<file path="config.mk">
export PLATFORM = sky130hd
export DESIGN_NAME = mips1_instruction_decoder_top
export DESIGN_NICKNAME = d
export VERILOG_FILES = /design/src/sv/mips1dec_pkg.sv /design/src/sv/mips1dec_classify.sv /design/src/sv/mips1dec_target.sv /design/src/sv/mips1_instruction_decoder_top.sv
export VERILOG_INCLUDE_DIRS = /design/src /design/src/sv
export SDC_FILE = /design/constraint.sdc
export NUM_CORES = 1
export LEC_CHECK = 0
export ABC_AREA = 1
export BUFFER_PORTS_ARGS = -buffer_cell sky130_fd_sc_hd__buf_4
export CAP_MARGIN = 20
export CORE_MARGIN = 3
export CORE_UTILIZATION = 50
export DETAILED_ROUTE_END_ITERATION = 10
export HOLD_SLACK_MARGIN = 0.15
export MAX_ROUTING_LAYER = met4
export PLACE_DENSITY = 0.68
export SLEW_MARGIN = 10
export SYNTH_ARGS = -nofsm -noshare
export SYNTH_HDL_FRONTEND = slang
export SYNTH_SLANG_ARGS = --single-unit
</file>
<file path="constraint.sdc">
create_clock -name clk -period 4.3 [get_ports clk]
set_input_delay 0.86 -clock clk [delete_from_list [all_inputs] [get_ports clk]]
set_output_delay 0.86 -clock clk [all_outputs]
set_load 0.05 [all_outputs]
</file>
<file path="src/sv/mips1_instruction_decoder_top_assert.svh">
// Assertion macros for the MIPS I decoder top level.
// No dependencies; empty bodies when SYNTHESIS is defined.
`ifndef MIPS1_INSTRUCTION_DECODER_TOP_ASSERT_SVH
`define MIPS1_INSTRUCTION_DECODER_TOP_ASSERT_SVH
`ifndef SYNTHESIS
`define MIPS1DEC_ASSERT_NOW(lbl, clk, rstn, ante, cons) \
    lbl: assert property (@(posedge clk) disable iff (!rstn) (ante) |-> (cons)) \
        else $error("mips1dec: check failed");
`define MIPS1DEC_ASSERT_LAT3(lbl, clk, rstn, ante, cons) \
    lbl: assert property (@(posedge clk) disable iff (!rstn) (ante) |-> ##3 (cons)) \
        else $error("mips1dec: latency check failed");
`else
`define MIPS1DEC_ASSERT_NOW(lbl, clk, rstn, ante, cons)
`define MIPS1DEC_ASSERT_LAT3(lbl, clk, rstn, ante, cons)
`endif
`endif

</file>
<file path="src/sv/mips1dec_pkg.sv">
// Shared types, mnemonic and operand-form codes, decode tables.
// No dependencies.
package mips1dec_pkg;

    typedef logic [5:0] mn_t;
    typedef logic [3:0] form_t;

    localparam mn_t MN_BAD     = 6'd0;
    localparam mn_t MN_NOP     = 6'd1;
    localparam mn_t MN_ADD     = 6'd2;
    localparam mn_t MN_ADDI    = 6'd3;
    localparam mn_t MN_ADDIU   = 6'd4;
    localparam mn_t MN_ADDU    = 6'd5;
    localparam mn_t MN_AND     = 6'd6;
    localparam mn_t MN_ANDI    = 6'd7;
    localparam mn_t MN_BEQ     = 6'd8;
    localparam mn_t MN_BGEZ    = 6'd9;
    localparam mn_t MN_BGEZAL  = 6'd10;
    localparam mn_t MN_BGTZ    = 6'd11;
    localparam mn_t MN_BLEZ    = 6'd12;
    localparam mn_t MN_BLTZ    = 6'd13;
    localparam mn_t MN_BLTZAL  = 6'd14;
    localparam mn_t MN_BNE     = 6'd15;
    localparam mn_t MN_BREAK   = 6'd16;
    localparam mn_t MN_DIV     = 6'd17;
    localparam mn_t MN_DIVU    = 6'd18;
    localparam mn_t MN_J       = 6'd19;
    localparam mn_t MN_JAL     = 6'd20;
    localparam mn_t MN_JALR    = 6'd21;
    localparam mn_t MN_JR      = 6'd22;
    localparam mn_t MN_LB      = 6'd23;
    localparam mn_t MN_LBU     = 6'd24;
    localparam mn_t MN_LH      = 6'd25;
    localparam mn_t MN_LHU     = 6'd26;
    localparam mn_t MN_LUI     = 6'd27;
    localparam mn_t MN_LW      = 6'd28;
    localparam mn_t MN_LWL     = 6'd29;
    localparam mn_t MN_LWR     = 6'd30;
    localparam mn_t MN_MFHI    = 6'd31;
    localparam mn_t MN_MFLO    = 6'd32;
    localparam mn_t MN_MTHI    = 6'd33;
    localparam mn_t MN_MTLO    = 6'd34;
    localparam mn_t MN_MULT    = 6'd35;
    localparam mn_t MN_MULTU   = 6'd36;
    localparam mn_t MN_NOR     = 6'd37;
    localparam mn_t MN_OR      = 6'd38;
    localparam mn_t MN_ORI     = 6'd39;
    localparam mn_t MN_SB      = 6'd40;
    localparam mn_t MN_SH      = 6'd41;
    localparam mn_t MN_SLL     = 6'd42;
    localparam mn_t MN_SLLV    = 6'd43;
    localparam mn_t MN_SLT     = 6'd44;
    localparam mn_t MN_SLTI    = 6'd45;
    localparam mn_t MN_SLTIU   = 6'd46;
    localparam mn_t MN_SLTU    = 6'd47;
    localparam mn_t MN_SRA     = 6'd48;
    localparam mn_t MN_SRAV    = 6'd49;
    localparam mn_t MN_SRL     = 6'd50;
    localparam mn_t MN_SRLV    = 6'd51;
    localparam mn_t MN_SUB     = 6'd52;
    localparam mn_t MN_SUBU    = 6'd53;
    localparam mn_t MN_SW      = 6'd54;
    localparam mn_t MN_SWL     = 6'd55;
    localparam mn_t MN_SWR     = 6'd56;
    localparam mn_t MN_SYSCALL = 6'd57;
    localparam mn_t MN_XOR     = 6'd58;
    localparam mn_t MN_XORI    = 6'd59;

    localparam form_t FORM_NONE       = 4'd0;
    localparam form_t FORM_RD_RS_RT   = 4'd1;
    localparam form_t FORM_RT_RS_SIMM = 4'd2;
    localparam form_t FORM_RT_RS_UIMM = 4'd3;
    localparam form_t FORM_RS_RT_BR   = 4'd4;
    localparam form_t FORM_RS_BR      = 4'd5;
    localparam form_t FORM_RS_RT      = 4'd6;
    localparam form_t FORM_JUMP       = 4'd7;
    localparam form_t FORM_RD_RS      = 4'd8;
    localparam form_t FORM_RS         = 4'd9;
    localparam form_t FORM_MEM        = 4'd10;
    localparam form_t FORM_RT_UIMM    = 4'd11;
    localparam form_t FORM_RD         = 4'd12;
    localparam form_t FORM_RD_RT_SA   = 4'd13;
    localparam form_t FORM_RD_RT_RS   = 4'd14;

    localparam logic [5:0] OP_SPECIAL = 6'h00;
    localparam logic [5:0] OP_REGIMM  = 6'h01;

    typedef struct packed {
        logic        valid;
        logic [31:0] word;
        logic [31:0] pc;
        mn_t         mn;
    } dec_s1_t;

    typedef struct packed {
        logic        valid;
        logic [31:0] word;
        mn_t         mn;
        form_t       form;
        logic [31:0] branch_tgt;
        logic [31:0] jump_tgt;
    } dec_s2_t;

    function automatic mn_t primary_mn(input logic [5:0] op);
        mn_t mn;
        case (op)
            6'h02:   mn = MN_J;
            6'h03:   mn = MN_JAL;
            6'h04:   mn = MN_BEQ;
            6'h05:   mn = MN_BNE;
            6'h06:   mn = MN_BLEZ;
            6'h07:   mn = MN_BGTZ;
            6'h08:   mn = MN_ADDI;
            6'h09:   mn = MN_ADDIU;
            6'h0A:   mn = MN_SLTI;
            6'h0B:   mn = MN_SLTIU;
            6'h0C:   mn = MN_ANDI;
            6'h0D:   mn = MN_ORI;
            6'h0E:   mn = MN_XORI;
            6'h0F:   mn = MN_LUI;
            6'h20:   mn = MN_LB;
            6'h21:   mn = MN_LH;
            6'h22:   mn = MN_LWL;
            6'h23:   mn = MN_LW;
            6'h24:   mn = MN_LBU;
            6'h25:   mn = MN_LHU;
            6'h26:   mn = MN_LWR;
            6'h28:   mn = MN_SB;
            6'h29:   mn = MN_SH;
            6'h2A:   mn = MN_SWL;
            6'h2B:   mn = MN_SW;
            6'h2E:   mn = MN_SWR;
            default: mn = MN_BAD;
        endcase
        return mn;
    endfunction

    function automatic mn_t special_mn(input logic [5:0] funct);
        mn_t mn;
        case (funct)
            6'h00:   mn = MN_SLL;
            6'h02:   mn = MN_SRL;
            6'h03:   mn = MN_SRA;
            6'h04:   mn = MN_SLLV;
            6'h06:   mn = MN_SRLV;
            6'h07:   mn = MN_SRAV;
            6'h08:   mn = MN_JR;
            6'h09:   mn = MN_JALR;
            6'h0C:   mn = MN_SYSCALL;
            6'h0D:   mn = MN_BREAK;
            6'h10:   mn = MN_MFHI;
            6'h11:   mn = MN_MTHI;
            6'h12:   mn = MN_MFLO;
            6'h13:   mn = MN_MTLO;
            6'h18:   mn = MN_MULT;
            6'h19:   mn = MN_MULTU;
            6'h1A:   mn = MN_DIV;
            6'h1B:   mn = MN_DIVU;
            6'h20:   mn = MN_ADD;
            6'h21:   mn = MN_ADDU;
            6'h22:   mn = MN_SUB;
            6'h23:   mn = MN_SUBU;
            6'h24:   mn = MN_AND;
            6'h25:   mn = MN_OR;
            6'h26:   mn = MN_XOR;
            6'h27:   mn = MN_NOR;
            6'h2A:   mn = MN_SLT;
            6'h2B:   mn = MN_SLTU;
            default: mn = MN_BAD;
        endcase
        return mn;
    endfunction

    function automatic mn_t regimm_mn(input logic [4:0] rt);
        mn_t mn;
        case (rt)
            5'h00:   mn = MN_BLTZ;
            5'h01:   mn = MN_BGEZ;
            5'h10:   mn = MN_BLTZAL;
            5'h11:   mn = MN_BGEZAL;
            default: mn = MN_BAD;
        endcase
        return mn;
    endfunction

    function automatic form_t form_of(input mn_t mn);
        form_t f;
        case (mn)
            MN_ADD, MN_ADDU, MN_AND, MN_NOR, MN_OR, MN_SLT, MN_SLTU,
            MN_SUB, MN_SUBU, MN_XOR:
                f = FORM_RD_RS_RT;
            MN_ADDI, MN_ADDIU, MN_SLTI, MN_SLTIU:
                f = FORM_RT_RS_SIMM;
            MN_ANDI, MN_ORI, MN_XORI:
                f = FORM_RT_RS_UIMM;
            MN_BEQ, MN_BNE:
                f = FORM_RS_RT_BR;
            MN_BGEZ, MN_BGEZAL, MN_BGTZ, MN_BLEZ, MN_BLTZ, MN_BLTZAL:
                f = FORM_RS_BR;
            MN_DIV, MN_DIVU, MN_MULT, MN_MULTU:
                f = FORM_RS_RT;
            MN_J, MN_JAL:
                f = FORM_JUMP;
            MN_JALR:
                f = FORM_RD_RS;
            MN_JR, MN_MTHI, MN_MTLO:
                f = FORM_RS;
            MN_LB, MN_LBU, MN_LH, MN_LHU, MN_LW, MN_LWL, MN_LWR,
            MN_SB, MN_SH, MN_SW, MN_SWL, MN_SWR:
                f = FORM_MEM;
            MN_LUI:
                f = FORM_RT_UIMM;
            MN_MFHI, MN_MFLO:
                f = FORM_RD;
            MN_SLL, MN_SRA, MN_SRL:
                f = FORM_RD_RT_SA;
            MN_SLLV, MN_SRAV, MN_SRLV:
                f = FORM_RD_RT_RS;
            default:
                f = FORM_NONE;
        endcase
        return f;
    endfunction

endpackage

</file>
<file path="src/sv/mips1dec_classify.sv">
// Stage 1: opcode/function/regimm table lookup into a mnemonic id.
// Depends on mips1dec_pkg.
module mips1dec_classify
    import mips1dec_pkg::*;
(
    input  logic        clk,
    input  logic        rst_n,
    input  logic        in_valid,
    input  logic [31:0] word,
    input  logic [31:0] pc,
    output dec_s1_t     s1
);

    dec_s1_t s1_reg;
    dec_s1_t s1_next;
    mn_t     mn;

    always_comb
    begin
        if (word == 32'd0)
        begin
            mn = MN_NOP;
        end
        else if (word[31:26] == OP_SPECIAL)
        begin
            mn = special_mn(word[5:0]);
        end
        else if (word[31:26] == OP_REGIMM)
        begin
            mn = regimm_mn(word[20:16]);
        end
        else
        begin
            mn = primary_mn(word[31:26]);
        end
        s1_next.valid = in_valid;
        s1_next.word  = word;
        s1_next.pc    = pc;
        s1_next.mn    = mn;
    end

    always_ff @(posedge clk or negedge rst_n)
    begin
        if (!rst_n)
        begin
            s1_reg <= '0;
        end
        else
        begin
            s1_reg <= s1_next;
        end
    end

    assign s1 = s1_reg;

endmodule

</file>
<file path="src/sv/mips1dec_target.sv">
// Stage 2: operand-form lookup, branch target add and jump target build.
// Depends on mips1dec_pkg.
module mips1dec_target
    import mips1dec_pkg::*;
(
    input  logic    clk,
    input  logic    rst_n,
    input  dec_s1_t s1,
    output dec_s2_t s2
);

    dec_s2_t     s2_reg;
    dec_s2_t     s2_next;
    logic [31:0] offset;

    always_comb
    begin
        offset             = {{14{s1.word[15]}}, s1.word[15:0], 2'b00};
        s2_next.valid      = s1.valid;
        s2_next.word       = s1.word;
        s2_next.mn         = s1.mn;
        s2_next.form       = form_of(s1.mn);
        s2_next.branch_tgt = s1.pc + 32'd4 + offset;
        s2_next.jump_tgt   = {s1.pc[31:28], s1.word[25:0], 2'b00};
    end

    always_ff @(posedge clk or negedge rst_n)
    begin
        if (!rst_n)
        begin
            s2_reg <= '0;
        end
        else
        begin
            s2_reg <= s2_next;
        end
    end

    assign s2 = s2_reg;

endmodule

</file>
<file path="src/sv/mips1_instruction_decoder_top.sv">
// MIPS I instruction decoder, top level: stage 3 field select and output registers.
// Depends on mips1dec_pkg, mips1dec_classify, mips1dec_target and the assert header.
//
// channel  | signals                                      | transfer
// ---------+----------------------------------------------+--------------------------
// input    | start, busy, instruction_word, fetch_address | start && !busy at clk edge
// result   | done, mnemonic_id ... target_address         | done high for one cycle
//
// Three register stages: table lookup, form lookup plus target add, field select.
// A word goes through stage 1, stage 2 and the output stage, which raises done.
// One word per cycle; busy stays low, so every start is taken.
// Reset clears stages 1 and 2 and done; output fields are not reset. No stalls.
`include "mips1_instruction_decoder_top_assert.svh"

module mips1_instruction_decoder_top
    import mips1dec_pkg::*;
(
    input  logic               clk,
    input  logic               rst_n,
    input  logic               start,
    output logic               busy,
    input  logic [31:0]        instruction_word,
    input  logic [31:0]        fetch_address,
    output logic               done,
    output logic [5:0]         mnemonic_id,
    output logic [3:0]         operand_form,
    output logic [4:0]         source_reg,
    output logic [4:0]         target_reg,
    output logic [4:0]         dest_reg,
    output logic [4:0]         shift_amount,
    output logic signed [16:0] immediate_value,
    output logic [31:0]        target_address
);

    dec_s1_t s1;
    dec_s2_t s2;

    logic               done_reg;
    logic [5:0]         mn_reg;
    logic [3:0]         form_reg;
    logic [4:0]         rs_reg;
    logic [4:0]         rt_reg;
    logic [4:0]         rd_reg;
    logic [4:0]         sa_reg;
    logic signed [16:0] imm_reg;
    logic [31:0]        tgt_reg;

    logic signed [16:0] imm_next;
    logic [31:0]        tgt_next;

    logic               xfer;
    logic               bad_mn;
    logic               tgt_form;

    assign busy = 1'b0;
    assign xfer = start && !busy;

    mips1dec_classify u_classify (
        .clk      (clk),
        .rst_n    (rst_n),
        .in_valid (xfer),
        .word     (instruction_word),
        .pc       (fetch_address),
        .s1       (s1)
    );

    mips1dec_target u_target (
        .clk   (clk),
        .rst_n (rst_n),
        .s1    (s1),
        .s2    (s2)
    );

    always_comb
    begin
        case (s2.form)
            FORM_RT_RS_SIMM, FORM_MEM:
            begin
                imm_next = {s2.word[15], s2.word[15:0]};
                tgt_next = 32'd0;
            end
            FORM_RT_RS_UIMM, FORM_RT_UIMM:
            begin
                imm_next = {1'b0, s2.word[15:0]};
                tgt_next = 32'd0;
            end
            FORM_RS_RT_BR, FORM_RS_BR:
            begin
                imm_next = {s2.word[15], s2.word[15:0]};
                tgt_next = s2.branch_tgt;
            end
            FORM_JUMP:
            begin
                imm_next = 17'sd0;
                tgt_next = s2.jump_tgt;
            end
            default:
            begin
                imm_next = 17'sd0;
                tgt_next = 32'd0;
            end
        endcase
    end

    always_ff @(posedge clk or negedge rst_n)
    begin
        if (!rst_n)
        begin
            done_reg <= 1'b0;
        end
        else
        begin
            done_reg <= s2.valid;
        end
    end

    always_ff @(posedge clk)
    begin
        mn_reg   <= s2.mn;
        form_reg <= s2.form;
        rs_reg   <= s2.word[25:21];
        rt_reg   <= s2.word[20:16];
        rd_reg   <= s2.word[15:11];
        sa_reg   <= s2.word[10:6];
        imm_reg  <= imm_next;
        tgt_reg  <= tgt_next;
    end

    assign done            = done_reg;
    assign mnemonic_id     = mn_reg;
    assign operand_form    = form_reg;
    assign source_reg      = rs_reg;
    assign target_reg      = rt_reg;
    assign dest_reg        = rd_reg;
    assign shift_amount    = sa_reg;
    assign immediate_value = imm_reg;
    assign target_address  = tgt_reg;

    assign bad_mn   = (mnemonic_id == MN_BAD);
    assign tgt_form = (operand_form == FORM_RS_RT_BR) || (operand_form == FORM_RS_BR) ||
                      (operand_form == FORM_JUMP);

    `MIPS1DEC_ASSERT_LAT3(a_latency, clk, rst_n, xfer, done)
    `MIPS1DEC_ASSERT_NOW(a_no_spurious, clk, rst_n, done, $past(xfer, 3))
    `MIPS1DEC_ASSERT_NOW(a_bad_form, clk, rst_n, done && bad_mn, operand_form == FORM_NONE)
    `MIPS1DEC_ASSERT_NOW(a_tgt_zero, clk, rst_n, done && !tgt_form, target_address == 32'd0)

endmodule

</file>
# == Yosys cells after proc, flatten, opt, wreduce, memory -nomap -nowiden ==
# Memories as Yosys holds them, arrays and structs flattened. A register that Yosys moved wholly into a read port is not among the register bits.
# Index checks and enable logic that the tools add are counted.
# classes
div,0
reduce_logical,7
n_mux,6
add_sub_neg,2
shifts,0
magnitude_cmp,0
mul,0
eq_ne,11
n_bitwise,0
# op_table
cell,count
one-hot mux 32 bit (2 select lines),1
one-hot mux 17 bit (2 select lines),1
adder 32 x 3 -> 32 bit (second input constant),1
adder 32 bit,1
logical NOT 32 bit,1
2-to-1 mux 6 bit,3
one-hot mux 4 bit (4 select lines),1
== test 4 x 3 -> 1 bit (second input constant),3
== test 5 bit (second input constant),2
== test 4 x 2 -> 1 bit (second input constant),2
== test 4 bit (second input constant),2
== test 6 x 1 -> 1 bit (second input constant),1
logical NOT 6 bit,1
== test 5 x 1 -> 1 bit (second input constant),1
logical NOT 5 bit,1
OR reduction 2 bit,2
OR reduction 4 bit,1
logical NOT 1 bit,1
# totals
wordCells,47
out_inout_bits,81
rom_bits,1024
mem_count,3
ff_bits,240
latchBits,0
ramBits,0
# mem_list
memory,depth,word_bits,read_ports,rd_clocked_by_memory_dff,wr,line_no,text
(name not given),64,6,1,0,0,mips1dec_pkg.sv:140,case (funct)
(name not given),64,6,1,0,0,mips1dec_pkg.sv:106,case (op)
(name not given),64,4,1,1,0,mips1dec_pkg.sv:188,case (mn)

# == Longest topological paths before layout ==
# Gate-level depths: netlist of run 1.
# logic_depth
ltp_word,5
depth_mapped,13

# == Modules after synthesis ==
# From an unflattened synthesis of run 1, not the netlist that was laid out.
# hier_totals
cells_unflattened,1152
hier_area_um2,10304.9
# by_module_without_submodules
mod,cells_per_inst,area_each_um2,instances
mips1dec_target,649,5178.7,1
mips1dec_classify,289,2906.5,1
mips1_instruction_decoder_top,214,2219.6,1

# == Least setup slack after synthesis of run 1 ==
# No wires, ideal clock.
# synth_timing
path_type,reg-to-reg
start,register u_classify.s1_reg (netlist bit u_classify.s1[53])
end,register u_target.s2_reg (netlist bit u_target.s2[62])
setup_slack_ns,2.267
path_buffers,0
arrival_time_ns,1.917
setup_time_ns,0.117
path_stages_with_launch,11
t_required_ns,4.183
cell_sequence,dfrtp_1 -> ha_1 -> ha_1 -> nand2_2 -> inv_1 -> a21oi_1 -> nand2_1 -> a21oi_1 -> nand2_1 -> nand2_1 -> nand2_1
# synth_rtl
element,line_no,text
from (decl),mips1dec_classify.sv:14,dec_s1_t s1_reg;
from (signal assigned),mips1dec_classify.sv:50,s1_reg <= s1_next;
to (signal assigned),mips1dec_target.sv:35,s2_reg <= s2_next;
to (decl),mips1dec_target.sv:12,dec_s2_t s2_reg;

==> results of run 1 <==
-- worst register-to-register path, stage by stage (launching register included) --
cell and delay, ps:
dfrtp_1 740, ha_1 360, ha_1 370, nand2_1 200, inv_1 80, a21oi_1 140, nand2_1 150, a21oi_1 200
nand2_1 80, nand2_1 60, nand2_1 40
-- area by class of cell --
type | instances | share of cell area
Sequential cell | 218 | 0.432
Multi-Input combinational cell | 685 | 0.324
Timing Repair Buffer | 150 | 0.0975
Clock buffer | 31 | 0.0543
Inverter | 163 | 0.0522
Tap cell | 229 | 0.0245
Clock inverter | 9 | 0.0151
-- routing by layer --
metal  GRT usage  up-vias
met2       0.377      200
met3      0.0331       42
met4      0.0579        0
met5           -        -
met1       0.304     3409
li1            -     3726
-- placed cells by master, fill, tap and decap left out, types with 9 or more instances in the layout --
cell type  synthesis  layout
a21oi_1           38      38
buf_4              5     148
clkbuf_16          0      23
dfrtp_1          139     139
dfxtp_1           79      79
ha_1              76      76
inv_1            156     156
nand2_1          263     263
nand2_2            9       9
nand3_1           82      82
nor2_1            87      87
o21ai_0           59      59
xor2_1            14      14
-- kinds of logic (layout without fill, tap and decap cells) --
logic type,after synthesis,after routing
adders and majority gates,77,77
DFF,218,218
xor gates and xnor gates,17,17
other,1,1
and+or+nand+nor,472,472
buffers and inverters,182,353
AOI/OAI and AO/OA,118,118
-- report_power, final --
part	total (uW)	switching, uW	internal (uW)
clock	2100	772	1330
sequential	2370	97.1	2270
combinational	1270	888	385
-- stage by stage --
| stage | utilization | instances | setup slack [ps] |
|---|---|---|---|
| after global placement | 0.593 | 1445 | 1800 |
| after detailed placement | 0.593 | 1445 | 1800 |
| final | 0.637 | 1485 | 1780 |
| after floorplan | - | 1085 | 2270 |
| after CTS | 0.637 | 1485 | 1780 |
| after global routing | 0.637 | 1485 | 1560 |
-- how the worst max path moves through the flow --
stage | slack (ps) | to | startpoint | depth (start not counted)
2_1_floorplan | 2270 | u_target.s2[62]$_DFF_PN0_ | u_classify.s1[53]$_DFF_PN0_ | 10
3_3_place_gp | 1800 | u_target.s2[60]$_DFF_PN0_ | u_classify.s1[53]$_DFF_PN0_ | 10
3_5_place_dp | 1800 | u_target.s2[61]$_DFF_PN0_ | u_classify.s1[53]$_DFF_PN0_ | 10
4_1_cts | 1780 | u_target.s2[61]$_DFF_PN0_ | u_classify.s1[53]$_DFF_PN0_ | 10
5_1_grt | 1560 | u_target.s2[61]$_DFF_PN0_ | u_classify.s1[53]$_DFF_PN0_ | 10
6_report | 1780 | u_target.s2[60]$_DFF_PN0_ | u_classify.s1[53]$_DFF_PN0_ | 10
==> run summary, run 1 <==
• 0.363 — share of the synthesized area in the top cell type
• 0.585 — final critical-path share of the clock period
• 144 um — die width
• 0.214 — simple-gate portion of the synthesized area
• clkbuf_16 — cell at the root of the clock tree
• 144 um — floorplan die height
• 2900 ps — arrival time of the worst setup path
• 15.4 um — post-detailed-route wirelength per cell
• u_target.s2[60]$_DFF_PN0_ — capture point of the worst reg-to-reg path
• 0.564 — worst slew margin relative to its limit
• 0 — final hold viol count
• 0.101 — adder and majority gate portion of the synthesized area
• 146 — Port Buffers
• 0 — number of hold buffers added after cts
• reg -> reg — Setup CP Type
• 0 — Syn. warnings
• u_classify.s1[53]$_DFF_PN0_ — startpoint of the lowest-slack register-to-register path
• 0 — mux cell area share after synthesis
• no — RSZ-0062 raised after global routing
• 218 — clock sinks
• 2520 ps — post-layout min period
• 42 — Yosys cell types
• 653 ps — measured slew at the worst slew-check pin
• 0.230 — overall fraction of global-route tracks in use
• nand2_1 — most frequently used cell type in the post-synthesis netlist
• 11000 um — met2 routed WL
• 49 — num rows
• 0 — detailed-route DRC error count
• 398 MHz — maximum frequency from static timing analysis
• dfrtp_1 — cell with the biggest individual delay on the critical path
• 491 nW/um2 — PwrDens
• 1 — H-tree depth
• in -> async — path category of the worst min-delay check
• 445 uV — largest vdd supply drop
• 3 — maximum buffer depth of the clock tree
• 3800 um2 — total area of multi-input combinational cells
• 1190 um — wire length on met3
• 0.520 — initial core utilization
• 0 — Post-CTS Repair Setup Buffers
• 4690 ps — required time of the worst setup path
• 0.0652 — post-synthesis compound-gate area fraction
• 9570 um2 — Post-Synthesis Cell Area
• 0 — antenna-violating nets left
• 340 ps — final hold slack
• 4 — First-pass DRT Iterations
• 22.4% — area grow syn2layout
• 20800 um2 — full die area
• 740 ps — slowest stage delay, CP
• flip-flops — family with the most delay on the worst path
• 22 — number of buffers created by CTS
• 36500 um — first-pass GRT wire length
• 0 — initial antenna violation count
• simple AND/OR/NAND/NOR gates — combinational family with the most area after synthesis
• finished, final reports clean — status
• dfrtp_1 (36%), dfxtp_1 (17%), nand2_1 (10%) — Area contributors post-synth
• 16900 um — DPL Wire Length
• 7.40 ps — worst clock skew
• 73 — max FFs per register
• 0.945 — Routability Congestion
• 60 ps — clock-pin slew on the worst setup and hold paths
• 22900 um — Final Routed Wirelength
• 0.638 — Async S/R FF share, synth
• 16 — largest fanout on the critical path
• flop — element type at the critical path end
• 5060 um2 — FF/Latch Area
• 72 — pin count of the biggest net entering global routing
• 10 — Worst Reg-to-Reg Cells
• 148 — IO Count
• 0 — EDFF count, synth
• 0 — post-CTS sizing
• 339 — count of routing violations after the opening detailed-route iteration
• 0 ps — setup TNS
• 7153 — via count of the first global-routing pass
• 0 — maximum capacitance violations
• flop — Critical Path Source Type
• 500 ps — clk_lat worst skew
• ha_1 -> ha_1 -> nand2_1 -> inv_1 -> a21oi_1 -> nand2_1 -> a21oi_1 -> nand2_1 -> nand2_1 -> nand2_1 — Critical Path, Cell by Cell
• 11700 um2 — final design area excluding fillers
• 1 — Crit path buffers/inverters
• 10200 um — routed length on met1
• met4 — uppermost layer routed
• 10900 um2 — cell area after placement
• 0.0156 — synthesized-area fraction occupied by xor and xnor cells
• 0 — number of endpoints failing setup at the final stage
• nand2_1 (263), inv_1 (156), dfrtp_1 (139) — most common library cells after synthesis
• 1780 ps — minimum setup slack among reg-to-reg paths
• 0 — Final Max Slew Viols
• 4.97 — number of vias per cell
• 0 — sum of overflow across all layers after global routing
• 0.178 — share of post-route cells with drive strength above 1
• 0.529 — share of the yosys chip area belonging to registers
• nand2_1 — Most common cell on crit path
• dfrtp_1 — most used flip-flop cell after synthesis
• 1229 — Synth Net Count
• 0 — Antenna diodes
• 18400 um2 — core area
• 0.00623 uW — leakage component of the power
• 7377 — total number of vias
• 5750 uW — total power of the final layout
• 218 — Yosys reg bits
• 8.82 um2 — average instance area after synthesis
• 1589 — # fillers
• built — CTS tree
• 1085 — cells after synthesis
• dfrtp_1 — cell taking the most area after synthesis
• 1384 — layout net count
(Power assumes the default switching activity.)
==> run 2, diff against run 1 <==
==> constraint.sdc (replaced) <==
create_clock -name clk -period 2.48 [get_ports clk]
set_input_delay 0.496 -clock clk [delete_from_list [all_inputs] [get_ports clk]]
set_output_delay 0.496 -clock clk [all_outputs]
set_load 0.05 [all_outputs]
==> run summary, run 2 (synthesis results as in run 1) <==
• u_classify.s1[53]$_DFF_PN0_ — startpoint of the lowest-slack register-to-register path
• 9680 uW — total power of the final layout
• 0 — Antenna diodes
• 0 — Final Max Slew Viols
• 0 — sum of overflow across all layers after global routing
• u_target.s2[62]$_DFF_PN0_ — capture point of the worst reg-to-reg path
• 0 ps — setup TNS
• finished, final reports clean — status
• 0.239 — combinational fraction of design power
• 144 um — die width
• 23500 um — Final Routed Wirelength
• 0 — number of endpoints failing setup at the final stage
• 11 — Worst Reg-to-Reg Cells
• 37300 um — first-pass GRT wire length
• 20800 um2 — full die area
• buf_12 -> ha_1 -> ha_1 -> nand2_2 -> inv_1 -> a21oi_1 -> nand2_1 -> a21oi_1 -> nand2_1 -> nand2_1 -> nand2_1 — Critical Path, Cell by Cell
• 0.597 — worst slew margin relative to its limit
• 0.173 — share of post-route cells with drive strength above 1
• 0.907 — final critical-path share of the clock period
• 390 ps — slowest stage delay, CP
• 2250 ps — post-layout min period
• built — CTS tree
• nand2_1 (263), inv_1 (156), buf_4 (152) — leading cell types in the layout, fill and taps excluded
• reg -> reg — Setup CP Type
• nand2_1 — most common cell after layout, fill and taps aside
• 146 — Port Buffers
• 0 — maximum capacitance violations
• 230 ps — minimum setup slack among reg-to-reg paths
• 0 — antenna-violating nets left
• flop — element type at the critical path end
• 0.313 — sw frac
• 11 — Crit. path cell count
• 218 — clock sinks
• 0 — initial antenna violation count
• 0.00645 uW — leakage component of the power
• 500 ps — clk_lat worst skew
• 17200 um — DPL Wire Length
• 4.90 — number of vias per cell
• 0 — detailed-route DRC error count
• 144 um — floorplan die height
• u_classify.s1[53]$_DFF_PN0_ — startpoint of the most critical setup path
• 0.520 — initial core utilization
• nand2_1 — Most common cell on crit path
• flop — Critical Path Source Type
• 15.2 um — post-detailed-route wirelength per cell
• 589 uV — largest vdd supply drop
• clkbuf_16 — cell at the root of the clock tree
• 790 nW/um2 — PwrDens
• 3 — maximum buffer depth of the clock tree
• 148 — IO Count
• 603 ps — measured slew at the worst slew-check pin
• 2640 ps — arrival time of the worst setup path
• 18400 um2 — core area
• 49 — num rows
• 60 ps — clock-pin slew on the worst setup and hold paths
• 444 MHz — maximum frequency from static timing analysis
• 7340 — via count of the first global-routing pass
• 73 — max FFs per register
• 7570 — total number of vias
• u_target.s2[62]$_DFF_PN0_ — crit path capture
• 27.9% — area grow syn2layout
• dfrtp_1 — cell with the biggest individual delay on the critical path
• 10.2 ps — worst clock skew
• 55 — pin count of the biggest net entering global routing
• in -> reg — path category of the worst min-delay check
• 1445 — layout net count
• 2 — Crit path buffers/inverters
• 484 — count of routing violations after the opening detailed-route iteration
• 0.425 — relative contribution of sequential cells to total power
• 1 — H-tree depth
• 22 — number of buffers created by CTS
• 0.336 — clock share of power
• 2870 ps — required time of the worst setup path
• 0 — post-CTS sizing
• 3020 uW — Net Sw Power
• 6650 uW — internal power consumption
• 0.235 — overall fraction of global-route tracks in use
• 1524 — # fillers
• 0.942 — Routability Congestion
• 16 — largest fanout on the critical path
• no — RSZ-0062 raised after global routing
• 0 — final hold viol count
• adder cells — family with the most delay on the worst path
• 5 — First-pass DRT Iterations
run 2: changes by cell type in the layout (fill, tap and decap cells not counted), sizes merged:
| cell | before | now |
|---|---|---|
| clkbuf | 31 | 32 |
| bufinv | 5 | 2 |
| buf | 150 | 156 |
| dlygate4sd3 | 0 | 55 |
| clkinv | 3 | 5 |
run 2: worst min path at each step:
| stage | cells after the start | start | to |
|---|---|---|---|
| detailed placement | 0 | u_target.s2[70]$_DFF_PN0_ | mnemonic_id[2]$_DFF_P_ |
| CTS | 1 | instruction_word[5] | u_classify.s1[43]$_DFF_PN0_ |
| global placement | 0 | u_target.s2[72]$_DFF_PN0_ | mnemonic_id[4]$_DFF_P_ |
| finish | 1 | instruction_word[5] | u_classify.s1[43]$_DFF_PN0_ |
| floorplan | 0 | rst_n | done$_DFF_PN0_ |
| global route | 1 | instruction_word[5] | u_classify.s1[43]$_DFF_PN0_ |
run 2: power by group through the flow:
stage / Sequential, uW / Clock (uW) / Combinational, uW
final: 4110 / 3250 / 2310
after global routing: 4150 / 3490 / 2530
after detailed placement: 4180 / 0 / 2230
after global placement: 4180 / 0 / 2220
after floorplan: 4710 / 0 / 915
after CTS: 4120 / 3320 / 2310
run 2: routing by layer:
layer | routed length [um] | global-route usage | up-vias
met4 | 372 | 0.0442 | 0
li1 | - | - | 3852
met3 | 1140 | 0.0278 | 26
met5 | 0 | - | -
met2 | 11400 | 0.386 | 214
met1 | 10600 | 0.321 | 3478
run 2: area by class of cell:
type	instances	area [um2]	share of cell area
Clock buffer	32	629	0.0514
Inverter	163	612	0.0500
Sequential cell	218	5060	0.413
Timing Repair Buffer	211	1760	0.144
Multi-Input combinational cell	685	3800	0.310
Tap cell	229	287	0.0234
Clock inverter	8	92.6	0.00756
run 2: repair_timing:
item / CTS / global route
buffers inserted: 0 / 0
hold endpoints to repair: 96 / 0
hold buffers: 55 / 0
run 2: through the flow:
stage / util / instance area, um2 / std cells / setup WS [ps] / hold WS (ps)
after floorplan: - / 9570 / 1085 / 447 / 200
after global placement: 0.596 / 11000 / 1451 / 212 / 325
after detailed placement: 0.596 / 11000 / 1451 / 253 / 330
after CTS: 0.666 / 12200 / 1546 / 234 / 171
after global routing: 0.666 / 12200 / 1546 / 88.9 / 188
final: 0.666 / 12200 / 1546 / 230 / 186
